`src/hw/rtl/fqdv_pkg.sv`:
```
// ----------------------------------------------------------------------------
// fqdv_pkg
// Shared types and constants for the FIFO queue with delete-by-value unit.
// ----------------------------------------------------------------------------
`default_nettype none

package fqdv_pkg;

  // Default queue depth
  localparam int QUEUE_DEPTH = 16;

  // Payload widths
  localparam int VALUE_W  = 32;
  localparam int CMD_W    = 2;
  localparam int STATUS_W = 2;
  localparam int OCC_W    = 5;

  // Command codes
  typedef enum logic [CMD_W-1:0] {
    CMD_ENQ = 2'd0,
    CMD_DEQ = 2'd1,
    CMD_DEL = 2'd2
  } cmd_t;

  // Result status codes
  typedef enum logic [STATUS_W-1:0] {
    STAT_OK        = 2'd0,
    STAT_EMPTY     = 2'd1,
    STAT_FULL      = 2'd2,
    STAT_NOT_FOUND = 2'd3
  } status_t;

  // Controller states
  typedef enum logic [2:0] {
    S_IDLE,
    S_EXEC,
    S_DEQ,
    S_SRCH,
    S_SHIFT,
    S_DONE
  } state_t;

  // Commands from controller to datapath
  typedef struct packed {
    logic    take_in;   // latch the input transaction
    logic    enq_wr;    // write value at tail, occupancy up
    logic    rd_head;   // read slot at head
    logic    rd_next;   // read slot at head + k + 1, or head + k + 2 while shifting
    logic    k_clr;
    logic    k_inc;
    logic    shift_wr;  // move read slot into position k
    logic    deq_pop;   // take head value, advance head, occupancy down
    logic    cnt_dec;   // occupancy down after a delete
    logic    res_set;   // set result status and read value
    status_t res_status;
    logic    res_neg1;  // read value of -1
    logic    out_load;  // move result into the output register
  } ctl_t;

  // Status from datapath to controller
  typedef struct packed {
    logic [CMD_W-1:0] cmd;
    logic             full;
    logic             empty;
    logic             match;     // read slot equals search value
    logic             more1;     // k + 1 below occupancy
    logic             more2;     // k + 2 below occupancy
    logic             out_free;  // output register can take a result
  } sts_t;

endpackage : fqdv_pkg

`default_nettype wire

```
`src/hw/rtl/fqdv_ctrl.sv`:
```
// ----------------------------------------------------------------------------
// fqdv_ctrl
// Controller state machine: sequences enqueue, dequeue, search and compaction.
// ----------------------------------------------------------------------------
`default_nettype none

module fqdv_ctrl (
  input  wire             clk,
  input  wire             rst_n,
  input  wire             in_tvalid,
  output logic            in_tready,
  input  fqdv_pkg::sts_t  sts,
  output fqdv_pkg::ctl_t  ctl
);

  fqdv_pkg::state_t state_r, state_nxt;

  // State register
  always_ff @(posedge clk) begin
    if (!rst_n) begin
      state_r <= fqdv_pkg::S_IDLE;
    end else begin
      state_r <= state_nxt;
    end
  end

  // Next state and commands
  always_comb begin
    state_nxt      = state_r;
    ctl            = '0;
    ctl.res_status = fqdv_pkg::STAT_OK;
    in_tready      = 1'b0;
    case (state_r)
      fqdv_pkg::S_IDLE: begin
        in_tready = 1'b1;
        if (in_tvalid) begin
          ctl.take_in = 1'b1;
          state_nxt   = fqdv_pkg::S_EXEC;
        end
      end
      fqdv_pkg::S_EXEC: begin
        ctl.res_set = 1'b1;
        ctl.k_clr   = 1'b1;
        state_nxt   = fqdv_pkg::S_DONE;
        case (sts.cmd)
          fqdv_pkg::CMD_ENQ: begin
            if (sts.full) begin
              ctl.res_status = fqdv_pkg::STAT_FULL;
            end else begin
              ctl.enq_wr = 1'b1;
            end
          end
          fqdv_pkg::CMD_DEQ: begin
            if (sts.empty) begin
              ctl.res_status = fqdv_pkg::STAT_EMPTY;
              ctl.res_neg1   = 1'b1;
            end else begin
              ctl.rd_head = 1'b1;
              state_nxt   = fqdv_pkg::S_DEQ;
            end
          end
          fqdv_pkg::CMD_DEL: begin
            if (sts.empty) begin
              ctl.res_status = fqdv_pkg::STAT_NOT_FOUND;
            end else begin
              ctl.rd_head = 1'b1;
              state_nxt   = fqdv_pkg::S_SRCH;
            end
          end
          default: begin
            // unused code: no-op with ok status
          end
        endcase
      end
      fqdv_pkg::S_DEQ: begin
        ctl.deq_pop = 1'b1;
        state_nxt   = fqdv_pkg::S_DONE;
      end
      fqdv_pkg::S_SRCH: begin
        if (sts.match) begin
          if (sts.more1) begin
            ctl.rd_next = 1'b1;
            state_nxt   = fqdv_pkg::S_SHIFT;
          end else begin
            ctl.cnt_dec = 1'b1;
            state_nxt   = fqdv_pkg::S_DONE;
          end
        end else if (sts.more1) begin
          ctl.rd_next = 1'b1;
          ctl.k_inc   = 1'b1;
        end else begin
          ctl.res_set    = 1'b1;
          ctl.res_status = fqdv_pkg::STAT_NOT_FOUND;
          state_nxt      = fqdv_pkg::S_DONE;
        end
      end
      fqdv_pkg::S_SHIFT: begin
        ctl.shift_wr = 1'b1;
        if (sts.more2) begin
          ctl.rd_next = 1'b1;
          ctl.k_inc   = 1'b1;
        end else begin
          ctl.cnt_dec = 1'b1;
          state_nxt   = fqdv_pkg::S_DONE;
        end
      end
      fqdv_pkg::S_DONE: begin
        if (sts.out_free) begin
          ctl.out_load = 1'b1;
          state_nxt    = fqdv_pkg::S_IDLE;
        end
      end
      default: begin
        state_nxt = fqdv_pkg::S_IDLE;
      end
    endcase
  end

endmodule : fqdv_ctrl

`default_nettype wire

```
`src/hw/rtl/fqdv_dp.sv`:
```
// ----------------------------------------------------------------------------
// fqdv_dp
// Datapath: circular slot memory, pointers, search compare and result register.
// ----------------------------------------------------------------------------
`default_nettype none

module fqdv_dp #(
  parameter int QUEUE_DEPTH = fqdv_pkg::QUEUE_DEPTH
) (
  input  wire                                 clk,
  input  wire                                 rst_n,
  input  wire  [fqdv_pkg::CMD_W-1:0]          in_cmd,
  input  wire  [fqdv_pkg::VALUE_W-1:0]        in_value,
  input  fqdv_pkg::ctl_t                      ctl,
  output fqdv_pkg::sts_t                      sts,
  output logic                                out_tvalid,
  input  wire                                 out_tready,
  output logic [fqdv_pkg::VALUE_W-1:0]        out_value,
  output logic [fqdv_pkg::STATUS_W-1:0]       out_status,
  output logic [fqdv_pkg::OCC_W-1:0]          out_occ
);

  localparam int AW = (QUEUE_DEPTH > 1) ? $clog2(QUEUE_DEPTH) : 1;
  localparam int CW = $clog2(QUEUE_DEPTH + 1);
  localparam int VW = fqdv_pkg::VALUE_W;

  // Wrap a sum of two positions below the depth back into range
  function automatic logic [AW-1:0] wrap_pos(input logic [AW:0] sum);
    logic [AW:0] adj;
    adj = sum;
    if (sum >= (AW+1)'(QUEUE_DEPTH)) begin
      adj = sum - (AW+1)'(QUEUE_DEPTH);
    end
    return adj[AW-1:0];
  endfunction

  // Slot memory
  logic [VW-1:0] slots [QUEUE_DEPTH];
  logic [VW-1:0] mem_q_r;

  logic [AW-1:0]               head_r;
  logic [CW-1:0]               count_r;
  logic [AW-1:0]               k_r;
  logic [fqdv_pkg::CMD_W-1:0]  cmd_r;
  logic [VW-1:0]               val_r;
  logic [VW-1:0]               rd_val_r;
  fqdv_pkg::status_t           status_r;
  logic                        out_tvalid_r;
  logic [VW-1:0]               out_value_r;
  logic [fqdv_pkg::STATUS_W-1:0] out_status_r;
  logic [fqdv_pkg::OCC_W-1:0]  out_occ_r;

  logic [AW-1:0] tail_pos;
  logic [AW-1:0] k_pos;
  logic [AW-1:0] next_pos;
  logic [AW-1:0] far_pos;
  logic [AW-1:0] head_inc;
  logic [AW-1:0] rd_addr;
  logic [AW-1:0] wr_addr;
  logic [VW-1:0] wr_data;
  logic          wr_en;
  logic          rd_en;
  logic [CW:0]   k_ext;
  logic [31:0]   count_wide;

  // Address arithmetic
  assign tail_pos = wrap_pos((AW+1)'(head_r) + (AW+1)'(count_r));
  assign k_pos    = wrap_pos((AW+1)'(head_r) + (AW+1)'(k_r));
  assign next_pos = wrap_pos((AW+1)'(head_r) + (AW+1)'(k_r) + (AW+1)'(1));
  assign far_pos  = wrap_pos((AW+1)'(head_r) + (AW+1)'(k_r) + (AW+1)'(2));
  assign head_inc = wrap_pos((AW+1)'(head_r) + (AW+1)'(1));

  // While shifting, slot k + 1 is already held, so the walk fetches k + 2
  assign rd_en   = ctl.rd_head | ctl.rd_next;
  assign rd_addr = ctl.rd_head ? head_r : (ctl.shift_wr ? far_pos : next_pos);
  assign wr_en   = ctl.enq_wr | ctl.shift_wr;
  assign wr_addr = ctl.enq_wr ? tail_pos : k_pos;
  assign wr_data = ctl.enq_wr ? val_r : mem_q_r;

  // Memory write and registered read
  always_ff @(posedge clk) begin
    if (wr_en) begin
      slots[wr_addr] <= wr_data;
    end
    if (rd_en) begin
      mem_q_r <= slots[rd_addr];
    end
  end

  // Status to the controller
  assign k_ext        = (CW+1)'(k_r);
  assign sts.cmd      = cmd_r;
  assign sts.full     = (count_r == CW'(QUEUE_DEPTH));
  assign sts.empty    = (count_r == '0);
  assign sts.match    = (mem_q_r == val_r);
  assign sts.more1    = ((k_ext + (CW+1)'(1)) < (CW+1)'(count_r));
  assign sts.more2    = ((k_ext + (CW+1)'(2)) < (CW+1)'(count_r));
  assign sts.out_free = ~out_tvalid_r | out_tready;

  // Queue control state
  always_ff @(posedge clk) begin
    if (!rst_n) begin
      head_r  <= '0;
      count_r <= '0;
      k_r     <= '0;
    end else begin
      if (ctl.enq_wr) begin
        count_r <= count_r + CW'(1);
      end else if (ctl.deq_pop || ctl.cnt_dec) begin
        count_r <= count_r - CW'(1);
      end
      if (ctl.deq_pop) begin
        head_r <= head_inc;
      end
      if (ctl.k_clr) begin
        k_r <= '0;
      end else if (ctl.k_inc) begin
        k_r <= k_r + AW'(1);
      end
    end
  end

  // Transaction and result payload
  always_ff @(posedge clk) begin
    if (ctl.take_in) begin
      cmd_r <= in_cmd;
      val_r <= in_value;
    end
    if (ctl.res_set) begin
      status_r <= ctl.res_status;
      rd_val_r <= ctl.res_neg1 ? '1 : '0;
    end
    if (ctl.deq_pop) begin
      rd_val_r <= mem_q_r;
    end
  end

  // Output register
  assign count_wide = 32'(count_r);

  always_ff @(posedge clk) begin
    if (!rst_n) begin
      out_tvalid_r <= 1'b0;
    end else if (ctl.out_load) begin
      out_tvalid_r <= 1'b1;
    end else if (out_tready) begin
      out_tvalid_r <= 1'b0;
    end
  end

  always_ff @(posedge clk) begin
    if (ctl.out_load) begin
      out_value_r  <= rd_val_r;
      out_status_r <= status_r;
      out_occ_r    <= count_wide[fqdv_pkg::OCC_W-1:0];
    end
  end

  assign out_tvalid = out_tvalid_r;
  assign out_value  = out_value_r;
  assign out_status = out_status_r;
  assign out_occ    = out_occ_r;

endmodule : fqdv_dp

`default_nettype wire

```
`src/hw/rtl/fifo_queue_with_delete_by_value_unit.sv`:
```
// ----------------------------------------------------------------------------
// fifo_queue_with_delete_by_value_unit
// Bounded FIFO of signed 32-bit values with remove-first-match.
// ----------------------------------------------------------------------------
// Usage:
//   One command transaction enters on the in_ stream (in_tuser = command,
//   in_tdata = item value) and gives exactly one result on the out_ stream
//   (out_tdata = read value and occupancy, out_tuser = status).
//   Commands are handled one at a time; in_tready is high only while the
//   controller is idle.
// Controller steps, from acceptance to out_tvalid:
//   enqueue, empty dequeue, empty delete, unused code : S_EXEC, S_DONE
//   dequeue                                           : S_EXEC, S_DEQ, S_DONE
//   delete : S_EXEC, then S_SRCH for each slot searched up to the match,
//   then S_SHIFT for each entry moved up behind it, then S_DONE.
//   The delete time is set by the single read and single write port of the slot
//   memory, which the search and the gap-closing walk go through one slot
//   per cycle. The next command is taken once the result is loaded.
// Reset: occupancy clears to zero, the queue is empty; slot contents are
//   left as they are and are never read before being written.
// Stall: a result waits in the output register while out_tready is low;
//   the next command may be accepted and is worked, then held until the
//   output register frees.
// ----------------------------------------------------------------------------
`default_nettype none

module fifo_queue_with_delete_by_value_unit #(
  parameter int QUEUE_DEPTH = fqdv_pkg::QUEUE_DEPTH
) (
  input  wire         clk,
  input  wire         rst_n,
  // command channel
  input  wire         in_tvalid,
  output logic        in_tready,
  input  wire  [31:0] in_tdata,   // [31:0] item_value
  input  wire  [1:0]  in_tuser,   // [1:0] command
  // result channel
  output logic        out_tvalid,
  input  wire         out_tready,
  output logic [39:0] out_tdata,  // [31:0] read_value, [36:32] occupancy, [39:37] zero
  output logic [1:0]  out_tuser   // [1:0] status
);

  fqdv_pkg::ctl_t ctl;
  fqdv_pkg::sts_t sts;

  logic [fqdv_pkg::VALUE_W-1:0]  out_value;
  logic [fqdv_pkg::STATUS_W-1:0] out_status;
  logic [fqdv_pkg::OCC_W-1:0]    out_occ;

  // Controller
  fqdv_ctrl u_ctrl (
    .clk       (clk),
    .rst_n     (rst_n),
    .in_tvalid (in_tvalid),
    .in_tready (in_tready),
    .sts       (sts),
    .ctl       (ctl)
  );

  // Datapath
  fqdv_dp #(
    .QUEUE_DEPTH (QUEUE_DEPTH)
  ) u_dp (
    .clk        (clk),
    .rst_n      (rst_n),
    .in_cmd     (in_tuser),
    .in_value   (in_tdata),
    .ctl        (ctl),
    .sts        (sts),
    .out_tvalid (out_tvalid),
    .out_tready (out_tready),
    .out_value  (out_value),
    .out_status (out_status),
    .out_occ    (out_occ)
  );

  // Output packing
  assign out_tdata = {3'b000, out_occ, out_value};
  assign out_tuser = out_status;

endmodule : fifo_queue_with_delete_by_value_unit

`default_nettype wire
```
`config.mk`:
```
export PLATFORM = sky130hd
export DESIGN_NAME = fifo_queue_with_delete_by_value_unit
export DESIGN_NICKNAME = d
export VERILOG_FILES = /design/src/hw/rtl/fqdv_pkg.sv /design/src/hw/rtl/fqdv_ctrl.sv /design/src/hw/rtl/fqdv_dp.sv /design/src/hw/rtl/fifo_queue_with_delete_by_value_unit.sv
export SDC_FILE = /design/constraint.sdc
export NUM_CORES = 1
export LEC_CHECK = 0
export ABC_AREA = 1
export CAP_MARGIN = 20
export CORE_MARGIN = 2
export CORE_UTILIZATION = 64
export DETAILED_ROUTE_END_ITERATION = 8
export DONT_BUFFER_PORTS = 1
export HOLD_SLACK_MARGIN = 0.06
export MAX_ROUTING_LAYER = met4
export PLACE_DENSITY_LB_ADDON = 0.15
export REMOVE_ABC_BUFFERS = 1
export SYNTH_ARGS = -nofsm -noshare
export SYNTH_HDL_FRONTEND = slang
export SYNTH_SLANG_ARGS = --single-unit
```
`constraint.sdc`:
```
create_clock -name clk -period 4.3 [get_ports clk]
set_clock_uncertainty 0.1 [all_clocks]
set_input_delay 0.86 -clock clk [delete_from_list [all_inputs] [get_ports clk]]
set_output_delay 0.86 -clock clk [all_outputs]
set_load 0.005 [all_outputs]
```
==> results of run 1 <==
==> through the flow <==
| step | setup slack, ns | power [mW] | cell area (um2) |
|---|---|---|---|
| 2_1_floorplan | -2.080 | 14.53 | 28610 |
| 3_3_place_gp | 0.8550 | 17.91 | 30360 |
| 3_5_place_dp | 0.8233 | 18.16 | 30370 |
| 4_1_cts | 0.8273 | 23.98 | 32530 |
| 5_1_grt | 0.5818 | 25.29 | 32530 |
| 6_report | 0.8017 | 24.03 | 32530 |
==> state kept, by name (all words and copies together) (netlist names), 3 cells and up <==
name and cells:
u_dp.out_value 32, u_ctrl.state_r 3, u_dp.mem_q_r 32, u_dp.head_r 4
u_dp.rd_val_r 32, u_dp.k_r 4, u_dp.val_r 32, u_dp.slots 512
u_dp.count_r 5, u_dp.out_occ 5
==> cell type report <==
type	instances	area [um2]
clock buffer	80	1789
clock inverter	39	371.6
fill	3121	12660
inverter	553	2076
multi-input combinational	1445	6838
sequential	668	19890
tap	600	750.7
timing repair buffer	87	813.3
==> how the worst max path moves through the flow <==
stage / end / slack [ns] / depth (start not counted)
final: u_dp.mem_q_r[10] / 0.80 / 15
after global routing: u_dp.mem_q_r[25] / 0.58 / 15
after CTS: u_dp.mem_q_r[10] / 0.83 / 15
after detailed placement: u_dp.mem_q_r[25] / 0.82 / 15
after global placement: u_dp.mem_q_r[25] / 0.85 / 15
after floorplan: u_dp.mem_q_r[0] / -2.08 / 14
==> Yosys cell counts, types with 14 or more instances <==
cell type / instances
nand2_1: 754
edfxtp_1: 651
inv_1: 550
nand3_1: 438
buf_2: 97
o21ai_0: 80
nor2_1: 59
ha_1: 26
xnor2_1: 23
a21oi_1: 21
dfxtp_1: 17
clkbuf_1: 14
==> cells by family (layout without fill, tap and decap cells) <==
kind of cell / Yosys count / count (layout) / share of synthesized area [%]
and+or+nand+nor: 1271 / 1271 / 18.45
AOI/OAI and AO/OA: 112 / 112 / 2.040
DFF: 668 / 668 / 68.11
buffers and inverters: 673 / 759 / 9.169
xor gates and xnor gates: 30 / 30 / 0.8998
adders and majority gates: 29 / 29 / 1.320
other: 1 / 3 / 0.01284
==> power by group through the flow <==
stage                     logic [mW]  registers [mW]  clock network (mW)
final                           8.75            9.49                5.79
after global routing            9.65            9.55                6.09
after CTS                       8.64            9.48                5.86
after detailed placement        8.56            9.60                   0
after global placement          8.33            9.57                   0
after floorplan                 5.03            9.50                   0
==> per-layer routing <==
layer | track usage, % | wire length [um] | vias to the layer above | share of wire, %
met2 | 51.32 | 34920 | 1000 | 48
met3 | 5.495 | 6506 | 184 | 8.9
met1 | 43.18 | 28680 | 9401 | 39
met5 | - | 0 | - | 0
met4 | 13.13 | 2714 | 0 | 3.7
li1 | - | - | 9105 | -
==> worst reg2reg max path, stage by stage (launching register included) <==
cell and delay [ns]:
dfxtp_1 0.44, ha_1 0.21, inv_1 0.06, fa_1 0.47
inv_1 0.08, ha_1 0.29, inv_1 0.06, nand2_1 0.05
nand3_1 0.18, inv_2 0.06, nor2_4 0.48, buf_4 0.45
nand3_1 0.15, nand3_1 0.10, nand3_1 0.09, nand2_1 0.10
==> placed cells by master, fill, tap and decap left out, drive strengths merged, types with 2 or more instances in the layout <==
| cell type | netlist | final |
|---|---|---|
| clkinvlp | 0 | 4 |
| bufinv | 0 | 7 |
| fa | 3 | 3 |
| ha | 26 | 26 |
| or2 | 4 | 4 |
| dfxtp | 17 | 17 |
| nand3b | 3 | 3 |
| buf | 106 | 87 |
| clkinv | 0 | 28 |
| inv | 553 | 553 |
| clkbuf | 14 | 80 |
| nand3 | 438 | 438 |
| edfxtp | 651 | 651 |
| conb | 1 | 3 |
| nand4 | 6 | 6 |
| nor2 | 62 | 62 |
| o21bai | 2 | 2 |
| nand2 | 756 | 756 |
| xnor2 | 23 | 23 |
| a21oi | 21 | 21 |
| xor2 | 7 | 7 |
| o21ai | 84 | 84 |
==> impl_metrics.ini, run 1 <==
[status]
outcome = complete, no violations

[die]
die_h_um = 217.6
core_area_um2 = 45190
pin_count = 82
fp.dieW_um = 217.6
start_util_pct = 64.63
dieArea_um2 = 47350
row_count = 78

[clock_network]
cts_buffers = 69
clock-sinks = 668
path_clk_slew_ns = 0.06
tritoncts = done
clk_latency_ns = 0.61
cts_resized = 0
cts_setup_buffers = 0
cts-root-buf = clkbuf_16
clock_path_buffers = 3
cts_max_level = 3
postCtsHoldBufs = 0

[synthesis]
synth_edf_count = 651
ys_top_cells_by_area = edfxtp_1 (67%), nand2_1 (9.7%), nand3_1 (7.5%), inv_1 (7.1%), buf_2 (1.7%)
synthCells = 2784
yosysTopAreaCell = edfxtp_1
ys_warn_count = 0
syn_avg_cell_area_um2 = 10.49
ys_ff_latch = 668
synth_area_um2 = 29200
ys_async_sr_fraction_pct = 0
synth_top_area_share_pct = 66.94
synth_ff_type = edfxtp_1
ys_seq_area_share_pct = 68.11
synth_cell_types = 37

[power]
power.share.switching_pct = 37.93
intPower_mw = 14.91
p_seq_share_pct = 39.5
leakagePower_nw = 13.74
powerDensity_nw_per_um2 = 738.6
p_switching_mw = 9.112
p_clk_share_pct = 24.1
irDropWorstVdd_mv = 0.5933
pwr-share-comb_pct = 36.4

[layout]
final_nets = 2891
final_cells = 3472
area_delta_synth_final_pct = 11.39
drive_gt1_share_pct = 7.625
fin_util_pct = 71.99
antenna_cells = 0

[global_route]
gr-total-overflow = 0
grt_max_degree = 127
antenna_found_initial = 0
grt_use_total_pct = 32.74
grt_pass1_wl_um = 111700
grt_pass1_vias = 19330

[critical_path]
cp.required_ns = 4.65
crit_family = simple AND/OR/NAND/NOR gates
path_buf_inv = 5
crit_chain = ha_1 -> inv_1 -> fa_1 -> inv_1 -> ha_1 -> inv_1 -> nand2_1 -> nand3_1 -> inv_2 -> nor2_4 -> buf_4 -> nand3_1 -> nand3_1 -> nand3_1 -> nand2_1
startpoint_type = flop
crit_path_top_delay_cell = nor2_4
r2r_end = u_dp.mem_q_r[10]
critical_path.max_stage_delay_ns = 0.48
worstReg2RegStart = u_dp.k_r[0]
path_class = reg2reg
crit_arrival_ns = 3.85
reg2reg_slack_ns = 0.80
crit_path_max_fanout = 28
r2r.worst_path.cells = 15
setup.worst_path.start = u_dp.k_r[0]
endpoint_kind = flop
crit_top_cell = nand3_1

[worst_hold_path]
hold_path.class = in2reg
min_path_cells = 0
min_to = u_dp.val_r[26]
hold_start = in_tdata[26]

[routing]
post-route-drc-count = 0
drt_iter0_drc = 2381
via_count = 19690
dr.pass1.iters = 6
viasPerCell = 5.671
final_antenna_net_count = 0
wl_um = 72820
drt-wirelength-per-cell_um = 20.97

[placement]
place_congestion = 0.9147
port_buffers = 0
hpwl_um = 41870
placedCellCount = 3353

[sta]
fin_crit_ns = 3.498
worst_pin_slew_ns = 1.163
post-route-period-util_pct = 81.36
holdWs_ns = 0.2505
rsz0062_at_grt = no
setup_tns_ns = 0
fmax_mhz = 285.9
hold_viol = 0
slew_headroom_pct = 21.96
setup_viol = 0
slew_viol_final = 0

[flow_run]
cap_viol_max_count = 0
Power figures use the tool's default switching activity.
==> run 2: changes to the inputs <==
Settings changed: CORE_UTILIZATION 64 to 57.
Clock period 4.3 ns to 3.1 ns, I/O delays scaled along.
==> run 2 against run 1 <==
Die area rose by 12%. Non-clock buffer count rose by 64. Cell count rose by 4.0%. Critical path type unchanged. Critical endpoint is now u_dp.mem_q_r[23]. Largest power group unchanged.
==> impl_metrics.ini, run 2 (same netlist as run 1, synthesis figures left out) <==
[sta]
fmax_mhz = 337.3
post-route-period-util_pct = 95.63
fin_crit_ns = 2.964
slew_headroom_pct = 36.21
worst_slack_ns = 0.1356
rsz0062_at_grt = no
setup_tns_ns = 0
hold_viol = 0
worst_pin_slew_ns = 0.9505
setup_viol = 0
slew_viol_final = 0

[layout]
layout_common_cells = nand2_1 (750), edfxtp_1 (651), inv_1 (550), nand3_1 (436), o21ai_0 (80)
antenna_cells = 0
layout_commonest_cell = nand2_1
fin_util_pct = 67.15
n_fill_cell = 3708
multi_input_area_um2 = 6845
final_nets = 2957
regArea_um2 = 19890
final_cells = 3610
area_delta_synth_final_pct = 15.83
largest_reg_flops = 512
drive_gt1_share_pct = 8.747
regMostFlops = u_dp.slots

[global_route]
grt_use_met1_pct = 39.58
gr-max-usage-layer = met2
gr-usage-met3_pct = 4.805
met2_usage_pct = 44.52
grt_pass1_vias = 19250
grt_pass1_wl_um = 112000
gr-total-overflow = 0
grt_max_degree = 67
grt_use_total_pct = 29.10
antenna_found_initial = 0

[clock_network]
clock_path_buffers = 3
cts_buffers = 71
path_clk_slew_ns = 0.06
tritoncts = done
clock-sinks = 668
cts-root-buf = clkbuf_16
cts_max_level = 3
clk_latency_ns = 0.61

[placement]
port_buffers = 0
place_ws_ns = 0.1047
placedCellCount = 3452
hpwl_um = 42760
place_congestion = 0.9145

[critical_path]
cp.required_ns = 3.36
crit_arrival_ns = 3.23
crit_chain = ha_1 -> inv_1 -> fa_1 -> inv_1 -> ha_1 -> inv_1 -> nand2_1 -> nand3_2 -> o21ai_4 -> buf_12 -> buf_12 -> nand3_1 -> nand3_1 -> nand3_1 -> nand2_1
crit_family = adder cells
endpoint_kind = flop
critical_path.max_stage_delay_ns = 0.49
startpoint_type = flop
crit_path_max_fanout = 25
path_buf_inv = 5
path_class = reg2reg
crit_path_top_delay_cell = fa_1

[die]
pin_count = 82
dieArea_um2 = 53060
row_count = 82
die_h_um = 230.3
core_area_um2 = 50380
fp.dieW_um = 230.3
start_util_pct = 57.97

[power]
powerDensity_nw_per_um2 = 1023
intPower_mw = 21.74
irDropWorstVdd_mv = 0.6710
p_switching_mw = 12.86
pwr-share-comb_pct = 37.9
power.share.switching_pct = 37.16
p_seq_share_pct = 38.0
leakagePower_nw = 14.25
power.total_mw = 34.59
p_clk_share_pct = 24.1

[routing]
via_count = 19940
final_antenna_net_count = 0
drt-wirelength-per-cell_um = 20.43
viasPerCell = 5.523
dr.pass1.iters = 6
drt_iter0_drc = 2379
post-route-drc-count = 0
wl_um = 73750

[flow_run]
cap_viol_max_count = 0

[worst_hold_path]
hold_path.class = in2reg

[status]
outcome = complete, no violations
run 2: changes by cell type in the layout (fill, tap and decap cells not counted), sizes merged:
cell,delta
dlygate4sd3,+35
buf,+28
clkbuf,+11
clkinv,-8
clkinvlp,-2
inv,+2
run 2: power groups by stage:
stage	Sequential [mW]	Combinational, mW	Clock (mW)
floorplan	13.1	5.80	0
global placement	13.3	12.5	0
detailed placement	13.3	12.8	0
CTS	13.2	12.9	8.45
global route	13.2	14.4	8.78
finish	13.1	13.1	8.34
run 2: worst min-delay path, delay by kind of cell:
family / cells / cell delay [ns]
buffers and inverters: 1 / 0.07
AO/OA/AOI/OAI: 1 / 0.06
AND/OR/NAND/NOR: 1 / 0.05
run 2: metrics by stage:
step	hold WS, ns	area (um2)
floorplan	0.3003	28610
global placement	0.3012	31160
detailed placement	0.3045	31160
CTS	0.1374	33770
global route	0.1540	33820
finish	0.1562	33820
run 2: what timing repair did:
action	in CTS	in global routing
setup buffers	0	1
endpoints found under the setup margin	0	15
hold buffers	35	0
hold endpoints to repair	39	0
resized for setup	0	2
run 2: routing by layer:
layer | wire length, um | part of all wire (%)
met5 | 0 | 0
met2 | 34390 | 47
met3 | 6308 | 8.6
met1 | 30360 | 41
met4 | 2696 | 3.7
run 2: path summary, 6_finish.rpt:
check                                      start           endpoint  slack, ns  cells after the start
worst max-delay path                 u_dp.k_r[0]   u_dp.mem_q_r[23]       0.14                     15
worst min-delay path                  out_tready    u_dp.out_tvalid       0.16                      3
worst max register to register       u_dp.k_r[0]   u_dp.mem_q_r[23]       0.14                     15
worst min register to register  u_dp.rd_val_r[8]  u_dp.out_value[8]       0.32                      0
run 2: layout make-up:
cell class              count  share of cell area (%)
multi-input cells        1445                   20.24
flip-flops and latches    668                   58.80
well taps                 672                   2.486
clock inverters            31                   1.025
repair buffers            151                   5.660
clock buffers              90                   5.652
inverters                 553                   6.137
